### src/rtl/core/ppp_pkg.sv
// Shared types, widths and helpers for the pinhole point projection pipeline.
package ppp_pkg;

  localparam int CW = 44;   // camera-frame coordinate width
  localparam int NW = 64;   // projection numerator width
  localparam int DW = 52;   // |z| * 256 width
  localparam int QW = 16;   // quotient bits, one per cell

  localparam logic [1:0] REG_FOCAL_X  = 2'd0;
  localparam logic [1:0] REG_FOCAL_Y  = 2'd1;
  localparam logic [1:0] REG_CENTER_X = 2'd2;
  localparam logic [1:0] REG_CENTER_Y = 2'd3;

  // packed so that point_x lands in the lowest bits of tdata
  typedef struct packed {
    logic signed [15:0] rot_z;
    logic signed [15:0] rot_y;
    logic signed [15:0] rot_x;
    logic signed [15:0] rot_w;
    logic signed [31:0] pose_z;
    logic signed [31:0] pose_y;
    logic signed [31:0] pose_x;
    logic signed [31:0] point_z;
    logic signed [31:0] point_y;
    logic signed [31:0] point_x;
  } item_t;

  typedef struct packed {
    logic signed [CW-1:0] rx;
    logic signed [CW-1:0] ry;
    logic signed [CW-1:0] rz;
  } cam_t;

  typedef struct packed {
    logic [19:0] focal_x;
    logic [19:0] focal_y;
    logic [19:0] center_x;
    logic [19:0] center_y;
  } cfg_t;

  typedef struct packed {
    logic          neg;
    logic          sat;
    logic          satneg;
    logic [QW-1:0] quo;
    logic [NW-1:0] rem;
  } axis_t;

  typedef struct packed {
    axis_t       u;
    axis_t       v;
    logic [DW-1:0] den;
    logic [31:0] depth;
    logic        dflag;
  } cell_t;

  // round half up from Q.28 to Q.14
  function automatic logic signed [21:0] round14(input logic signed [35:0] val);
    logic signed [35:0] tmp;
    tmp = (val + 36'sd8192) >>> 14;
    return tmp[21:0];
  endfunction

endpackage

### src/rtl/core/ppp_cell.sv
// One restoring-division cell: settles one quotient bit for both pixel axes.
module ppp_cell import ppp_pkg::*; (
  input  logic          clk,
  input  logic          rst,
  input  logic [3:0]    bitpos,
  input  logic          in_valid,
  output logic          in_ready,
  input  cell_t         in_cell,
  output logic          out_valid,
  input  logic          out_ready,
  output cell_t         out_cell
);

  logic   vld;
  cell_t  cell_next;

  assign in_ready = !vld || out_ready;
  assign out_valid = vld;

  function automatic axis_t step(input axis_t a, input logic [DW-1:0] den,
                                 input logic [3:0] sh);
    logic [67:0] trial;
    axis_t r;
    trial = {4'b0, a.rem} - ({16'b0, den} << sh);
    r = a;
    r.quo = {a.quo[QW-2:0], !trial[67]};
    if (!trial[67]) r.rem = trial[NW-1:0];
    return r;
  endfunction

  always_comb begin
    cell_next = in_cell;
    cell_next.u = step(in_cell.u, in_cell.den, bitpos);
    cell_next.v = step(in_cell.v, in_cell.den, bitpos);
  end

  always_ff @(posedge clk) begin
    if (rst) vld <= 1'b0;
    else if (in_ready) vld <= in_valid;
  end

  always_ff @(posedge clk) begin
    if (in_ready && in_valid) out_cell <= cell_next;
  end

endmodule

### config.mk
export PLATFORM = sky130hd
export DESIGN_NAME = ppp_cell
export DESIGN_NICKNAME = d
export VERILOG_FILES = /design/src/rtl/core/ppp_pkg.sv /design/src/rtl/core/ppp_cell.sv
export SDC_FILE = /design/constraint.sdc
export NUM_CORES = 1
export LEC_CHECK = 0
export BUFFER_PORTS_ARGS = -buffer_cell sky130_fd_sc_hd__buf_2
export CAP_MARGIN = 10
export CORE_AREA = 3 3 200 202
export DETAILED_ROUTE_END_ITERATION = 16
export DIE_AREA = 0 0 203 205
export PLACE_DENSITY_LB_ADDON = 0.1
export SLEW_MARGIN = 40
export SYNTH_ARGS = -nofsm -noshare
export SYNTH_HDL_FRONTEND = slang
export SYNTH_SLANG_ARGS = --single-unit
### constraint.sdc
create_clock -name clk -period 13.5 [get_ports clk]
set_input_delay 3.375 -clock clk [delete_from_list [all_inputs] [get_ports clk]]
set_output_delay 3.375 -clock clk [all_outputs]
set_load 0.02 [all_outputs]
==> results of run 1 <==
==> logic make-up (layout without fill, tap and decap cells) <==
logic type,count (synthesis),count (layout)
adder cells (fa/ha/maj),132,132
AO/OA/AOI/OAI,613,613
XOR/XNOR,115,115
other,0,2
AND/OR/NAND/NOR,567,567
flip-flops,252,252
buffers and inverters,171,649
multiplexers,100,100
==> per-stage QoR <==
step                      setup WS, ns  cells
after floorplan                  3.483   1950
after global placement           3.601   2893
after detailed placement         3.709   2894
after CTS                        4.287   2945
after global routing             4.026   2947
final                            4.529   2948
==> synthesized netlist by cell type (all sizes together), types with 9 or more instances <==
| library cell | count | area (um^2) |
|---|---|---|
| xnor2 | 76 | 665.6 |
| a31oi | 32 | 200.2 |
| nor2 | 134 | 503.0 |
| a221oi | 9 | 78.83 |
| and2 | 16 | 100.1 |
| a21oi | 214 | 1075 |
| xor2 | 39 | 341.6 |
| clkbuf | 57 | 214.0 |
| and3 | 18 | 113.9 |
| ha | 130 | 1627 |
| nand3 | 28 | 145.1 |
| nor3 | 24 | 125.1 |
| buf | 37 | 177.7 |
| mux4 | 39 | 878.3 |
| nand4 | 36 | 225.2 |
| nor2b | 14 | 87.58 |
| a21o | 62 | 465.5 |
| o21a | 11 | 82.58 |
| mux2 | 21 | 236.5 |
| nand2b | 14 | 87.58 |
| edfxtp | 251 | 7537 |
| o21bai | 22 | 165.2 |
| nand2 | 258 | 968.4 |
| o31ai | 9 | 81.33 |
| o21ai | 180 | 904.6 |
| a211oi | 20 | 155.1 |
| mux2i | 40 | 400.4 |
| inv | 76 | 285.3 |
==> state kept, by name, summed over array words and instances (netlist names) <==
register / flops
out_cell: 251
out_valid: 1
==> cells in the final DEF, fill, tap and decap left out, drive strengths merged, types with 36 or more instances in the layout <==
| cell | instances |
|---|---|
| a21oi | 214 |
| xor2 | 39 |
| a21o | 62 |
| nand4 | 36 |
| xnor2 | 76 |
| nor2 | 134 |
| mux4 | 39 |
| o21ai | 180 |
| nand2 | 258 |
| mux2i | 40 |
| buf | 521 |
| ha | 130 |
| inv | 77 |
| edfxtp | 251 |
==> per-layer routing <==
layer  track usage [%]  vias up  routed length, um
met5                 0        -                 10
li1                  -     8209                  -
met4             6.632        2               1506
met1             41.18     8136              28230
met2             47.28      709              29010
met3             4.322       85               4644
==> worst max-delay path, stage by stage <==
cell and delay [ns]:
buf_4 0.41, clkinv_2 0.70, nor3_1 0.35, a21oi_1 0.09, or2_2 0.36, ha_1 0.33
a21o_1 0.22, a211o_1 0.30, o22ai_1 0.37, a2111oi_4 0.19, o21ai_0 0.22, nand4_1 0.24
a31oi_1 0.41, o21ai_1 0.24, a31oi_4 0.21, buf_4 0.30, buf_6 0.48, mux2_1 0.38
==> cell type report <==
cell class              count  area [um^2]  area share, %
diodes                      2        5.005        0.02228
clock buffers              32        737.0          3.280
clock inverters            19        130.1         0.5792
inverters                  77        291.5          1.298
multi-input cells        1527        10430          46.41
flip-flops and latches    252         7557          33.64
well taps                 518        648.1          2.885
repair buffers            521         2671          11.89
==> worst min-delay path by stage <==
stage / end / slack, ns / depth (start not counted)
floorplan: out_valid / 0.73 / 2
global placement: out_valid / 0.50 / 2
detailed placement: out_valid / 0.53 / 2
CTS: out_valid / 0.53 / 2
global route: out_valid / 0.55 / 2
finish: out_valid / 0.53 / 2
==> report_power, final <==
group | internal, uW | switching (uW) | total, uW
Combinational | 422 | 736 | 1160
Clock | 411 | 314 | 725
Sequential | 985 | 25.5 | 1010
==> results.yml, run 1 <==
synthesis:
  syn_nets: 2341
  synth_seq_cells: 252
  synthSimpleGateAreaFrac_pct: 13.59
  yosys.area_share.xor_xnor_pct: 5.402
  synth_warnings: 0
  synth_cell_type_count: 70
  synth-compound-area-share_pct: 19.77
  syn_area_um2: 18650
  synthMuxAreaShare_pct: 8.126
  synth_ff_type: "edfxtp_1"
  syn_area_per_cell_um2: 9.562
  synthArstFlopShare_pct: 0
  syn_inst: 1950
  ys_seq_area_share_pct: 40.53
  synthAdderAreaFrac_pct: 8.938
  synth_top_family_by_area: "compound AO/OA/AOI/OAI gates"
  synth_edf_count: 251
clocking:
  clkTransAtPathRegs_ns: 0.06
  postCtsHoldBufs: 0
  cts.sinks: 252
  root_buffer: "clkbuf_16"
  cts_buffer_depth: 3
  clk_latency_ns: 0.56
  cts_repair_resize_count: 0
  cts_made_buffers: 29
  cts_tree: "yes"
  cts_setup_buffers: 0
  cts-htree-levels: 1
timing:
  worst-slew-pin-transition_ns: 1.015
  fmax_mhz: 111.5
  min_period_over_period_pct: 66.45
  setup_viol: 0
  min_period_ns: 8.971
  finalHoldViolCount: 0
  rsz0062_at_grt: "no"
  drv_slew: 0
  fin_hold_ws_ns: 0.5323
  finalSetupTns_ns: 0
  slew_headroom_pct: 31.63
  finClkSkew_ns: 0.01336
cells_and_area:
  fillers: 3525
  syn2layout_area_growth_pct: 20.49
  drive_gt1_share_pct: 26.11
  final_area_um2: 22470
  utilization_pct: 58.40
  fin_nets: 2799
setup_path:
  r2r_end: "out_cell[129]"
  critPathLaunch: "bitpos[2]"
  r2r_slack_ns: 10.81
  critPathRequiredTime_ns: 13.81
  crit_arrival_ns: 9.28
  critPathCapture: "out_cell[113]"
  end_kind: "flop"
  path_max_fanout: 100
  path_class: "in -> reg"
  reg2reg_depth: 5
  r2r_start: "out_valid"
  startpoint_type: "input pin"
floorplan:
  start_util_pct: 48.47
  dieArea_um2: 41620
  die_w_um: 203
  placementRows: 72
  core_um2: 38470
  die-height_um: 205
  io_pins: 512
route:
  drc_errors: 0
  wl_um: 63400
  dr.pass1.iters: 6
  drtIter0Drc: 1459
  wl_per_cell_um: 21.51
  viasPerCell: 5.814
  vias: 17140
  ant_nets: 0
placed_design:
  dpl.hpwl_um: 52050
  gp_congestion: 0.9660
  io_buffer_count: 509
  placed_area_um2: 21560
power:
  power_leakage_uw: 0.009708
  finalPower_uw: 2894
  irDropWorstVdd_uv: 112.4
  powerDensity_nw_per_um2: 128.8
grt:
  antenna_found_initial: 4
  overflow: 0
  grt_max_degree: 101
  grt_pass1_vias: 15990
  grt_use_total_pct: 29.03
  grt_pass1_wl_um: 94160
min_path:
  hp-class: "reg -> reg"
  hold_start: "out_valid"
flow_run:
  drv_cap: 0
outcome:
  status: "finished, final reports clean"
Power figures use the tool's default switching activity.
==> run 2: changes to the inputs <==
- CORE_AREA: 3 3 200 202 -> 3 3 196 198
- DIE_AREA: 0 0 203 205 -> 0 0 199 201
- clock period: 13.5 -> 8.8 ns (I/O delays scaled with it)
==> results.yml, run 2 (synthesized netlist as in run 1, its figures left out) <==
route:
  drc_errors: 0
  wl_um: 63290
  vias: 17100
  drtIter0Drc: 1358
  ant_nets: 0
  wl_per_cell_um: 21.68
  dr.pass1.iters: 6
  viasPerCell: 5.857
power:
  powerDensity_nw_per_um2: 202.1
  irDropWorstVdd_uv: 189.3
  power_leakage_uw: 0.009800
grt:
  antenna_found_initial: 16
  grt_pass1_vias: 16240
  grt_use_total_pct: 30.35
  grt_pass1_wl_um: 94110
  overflow: 0
  grt_max_degree: 154
clocking:
  postCtsHoldBufs: 0
  cts_tree: "yes"
  root_buffer: "clkbuf_16"
  cts.sinks: 252
  clkTransAtPathRegs_ns: 0.06
  cts-htree-levels: 1
  cts_setup_buffers: 0
  cts_repair_resize_count: 0
  cts_made_buffers: 30
  cts_buffer_depth: 3
  clk_latency_ns: 0.60
cells_and_area:
  utilization_pct: 61.66
  final_area_um2: 22630
  largest_reg_flops: 251
  top_register: "out_cell"
  fin_cells: 2919
  syn2layout_area_growth_pct: 21.35
  most-common-layout-cells: "buf_2, nand2_1, edfxtp_1, a21oi_1, o21ai_0"
  fin_nets: 2807
  layout_commonest_cell: "buf_2"
  drive_gt1_share_pct: 26.37
timing:
  fin_hold_ws_ns: 0.5200
  fmax_mhz: 133.5
  finalHoldViolCount: 0
  drv_slew: 0
  rsz0062_at_grt: "no"
  finalSetupTns_ns: 0
  min_period_over_period_pct: 85.14
  worst-slew-pin-transition_ns: 0.8977
  setup_viol: 0
  slew_headroom_pct: 39.52
  min_period_ns: 7.492
  finClkSkew_ns: 0.01120
setup_path:
  end_kind: "flop"
  r2r_start: "out_valid"
  critPathLaunch: "bitpos[0]"
  r2r_end: "out_cell[17]"
  path_max_fanout: 94
  critPathRequiredTime_ns: 9.13
  startpoint_type: "input pin"
  crit_family: "compound AO/OA/AOI/OAI gates"
  critPathCapture: "out_cell[172]"
  reg2reg_depth: 4
  crit_arrival_ns: 7.83
  cp_num_cells: 16
  cp_slowest_cell: "o21ai_0"
  cp_cell_sequence: "buf_2 > buf_4 > mux2_2 > o21ai_0 > nor2_1 > o21ai_0 > ha_1 > and3_1 > a221o_1 > a21o_1 > a21oi_1 > o21ai_0 > a41oi_1 > o211ai_1 > buf_6 > mux2_1"
  path_class: "in -> reg"
  path_common_cell: "o21ai_0"
  critPathBufInv: 3
  r2r_slack_ns: 6.71
  max_stage_delay_ns: 0.70
floorplan:
  start_util_pct: 50.81
  die-height_um: 201
  placementRows: 70
  dieArea_um2: 40000
  core_um2: 36700
  io_pins: 512
  die_w_um: 199
outcome:
  status: "finished, final reports clean"
min_path:
  hp-class: "reg -> reg"
  hold_start: "out_valid"
placed_design:
  placed_area_um2: 21570
  dp.cells: 2851
  io_buffer_count: 509
  gp_congestion: 0.9517
  dpl.hpwl_um: 51710
flow_run:
  drv_cap: 0
[run 2: cell types whose count changed in the layout (fill, tap and decap cells not counted), moves of 2 or more]
cell | before | now
clkinv_2 | 8 | 5
diode_2 | 2 | 13
clkinv_1 | 7 | 9
buf_4 | 7 | 14
buf_6 | 5 | 2
bufinv_16 | 1 | 4
[run 2: final cells by class]
cell class                      count  area (um^2)
Fill cell                        3171        14070
Clock inverter                     22        236.5
Sequential cell                   252         7557
Antenna cell                       13        32.53
Multi-Input combinational cell   1527        10430
Tap cell                          468        585.6
Timing Repair Buffer              528         2743
Clock buffer                       32        758.2
Inverter                           77        289.0
[run 2: worst reg2reg max path, cell delays in order, from the launching register on]
cell and delay [ns]:
dfxtp_1 0.31, nand2b_1 0.10, and2_4 0.42, buf_12 0.31, buf_16 0.41
[run 2: power breakdown]
group          switching (uW)  leakage [uW]  internal (uW)
logic                    1120       0.00689            655
clock network             511      0.000477            739
registers                40.7       0.00244           1510
[run 2: routing by layer]
layer | vias to the layer above | GRT usage [%] | wire (um)
li1 | 8245 | - | -
met1 | 8007 | 40.74 | 26660
met2 | 732 | 48.28 | 28790
met3 | 110 | 6.361 | 5421
met4 | 4 | 11.75 | 2389
met5 | - | 0 | 27
[run 2: worst min-delay path by stage]
stage | endpoint | cells after the start | slack [ns]
global route | out_valid | 2 | 0.56
floorplan | out_valid | 2 | 0.73
CTS | out_valid | 2 | 0.52
detailed placement | out_valid | 2 | 0.51
finish | out_valid | 2 | 0.52
global placement | out_valid | 2 | 0.51
[run 2: through the flow]
step                      total power, uW  setup WS (ns)
after global placement               3305         0.7629
final                                4573          1.308
after CTS                            4578          1.428
after floorplan                      2794          1.896
after detailed placement             3318         0.8082
after global routing                 4826         0.9652
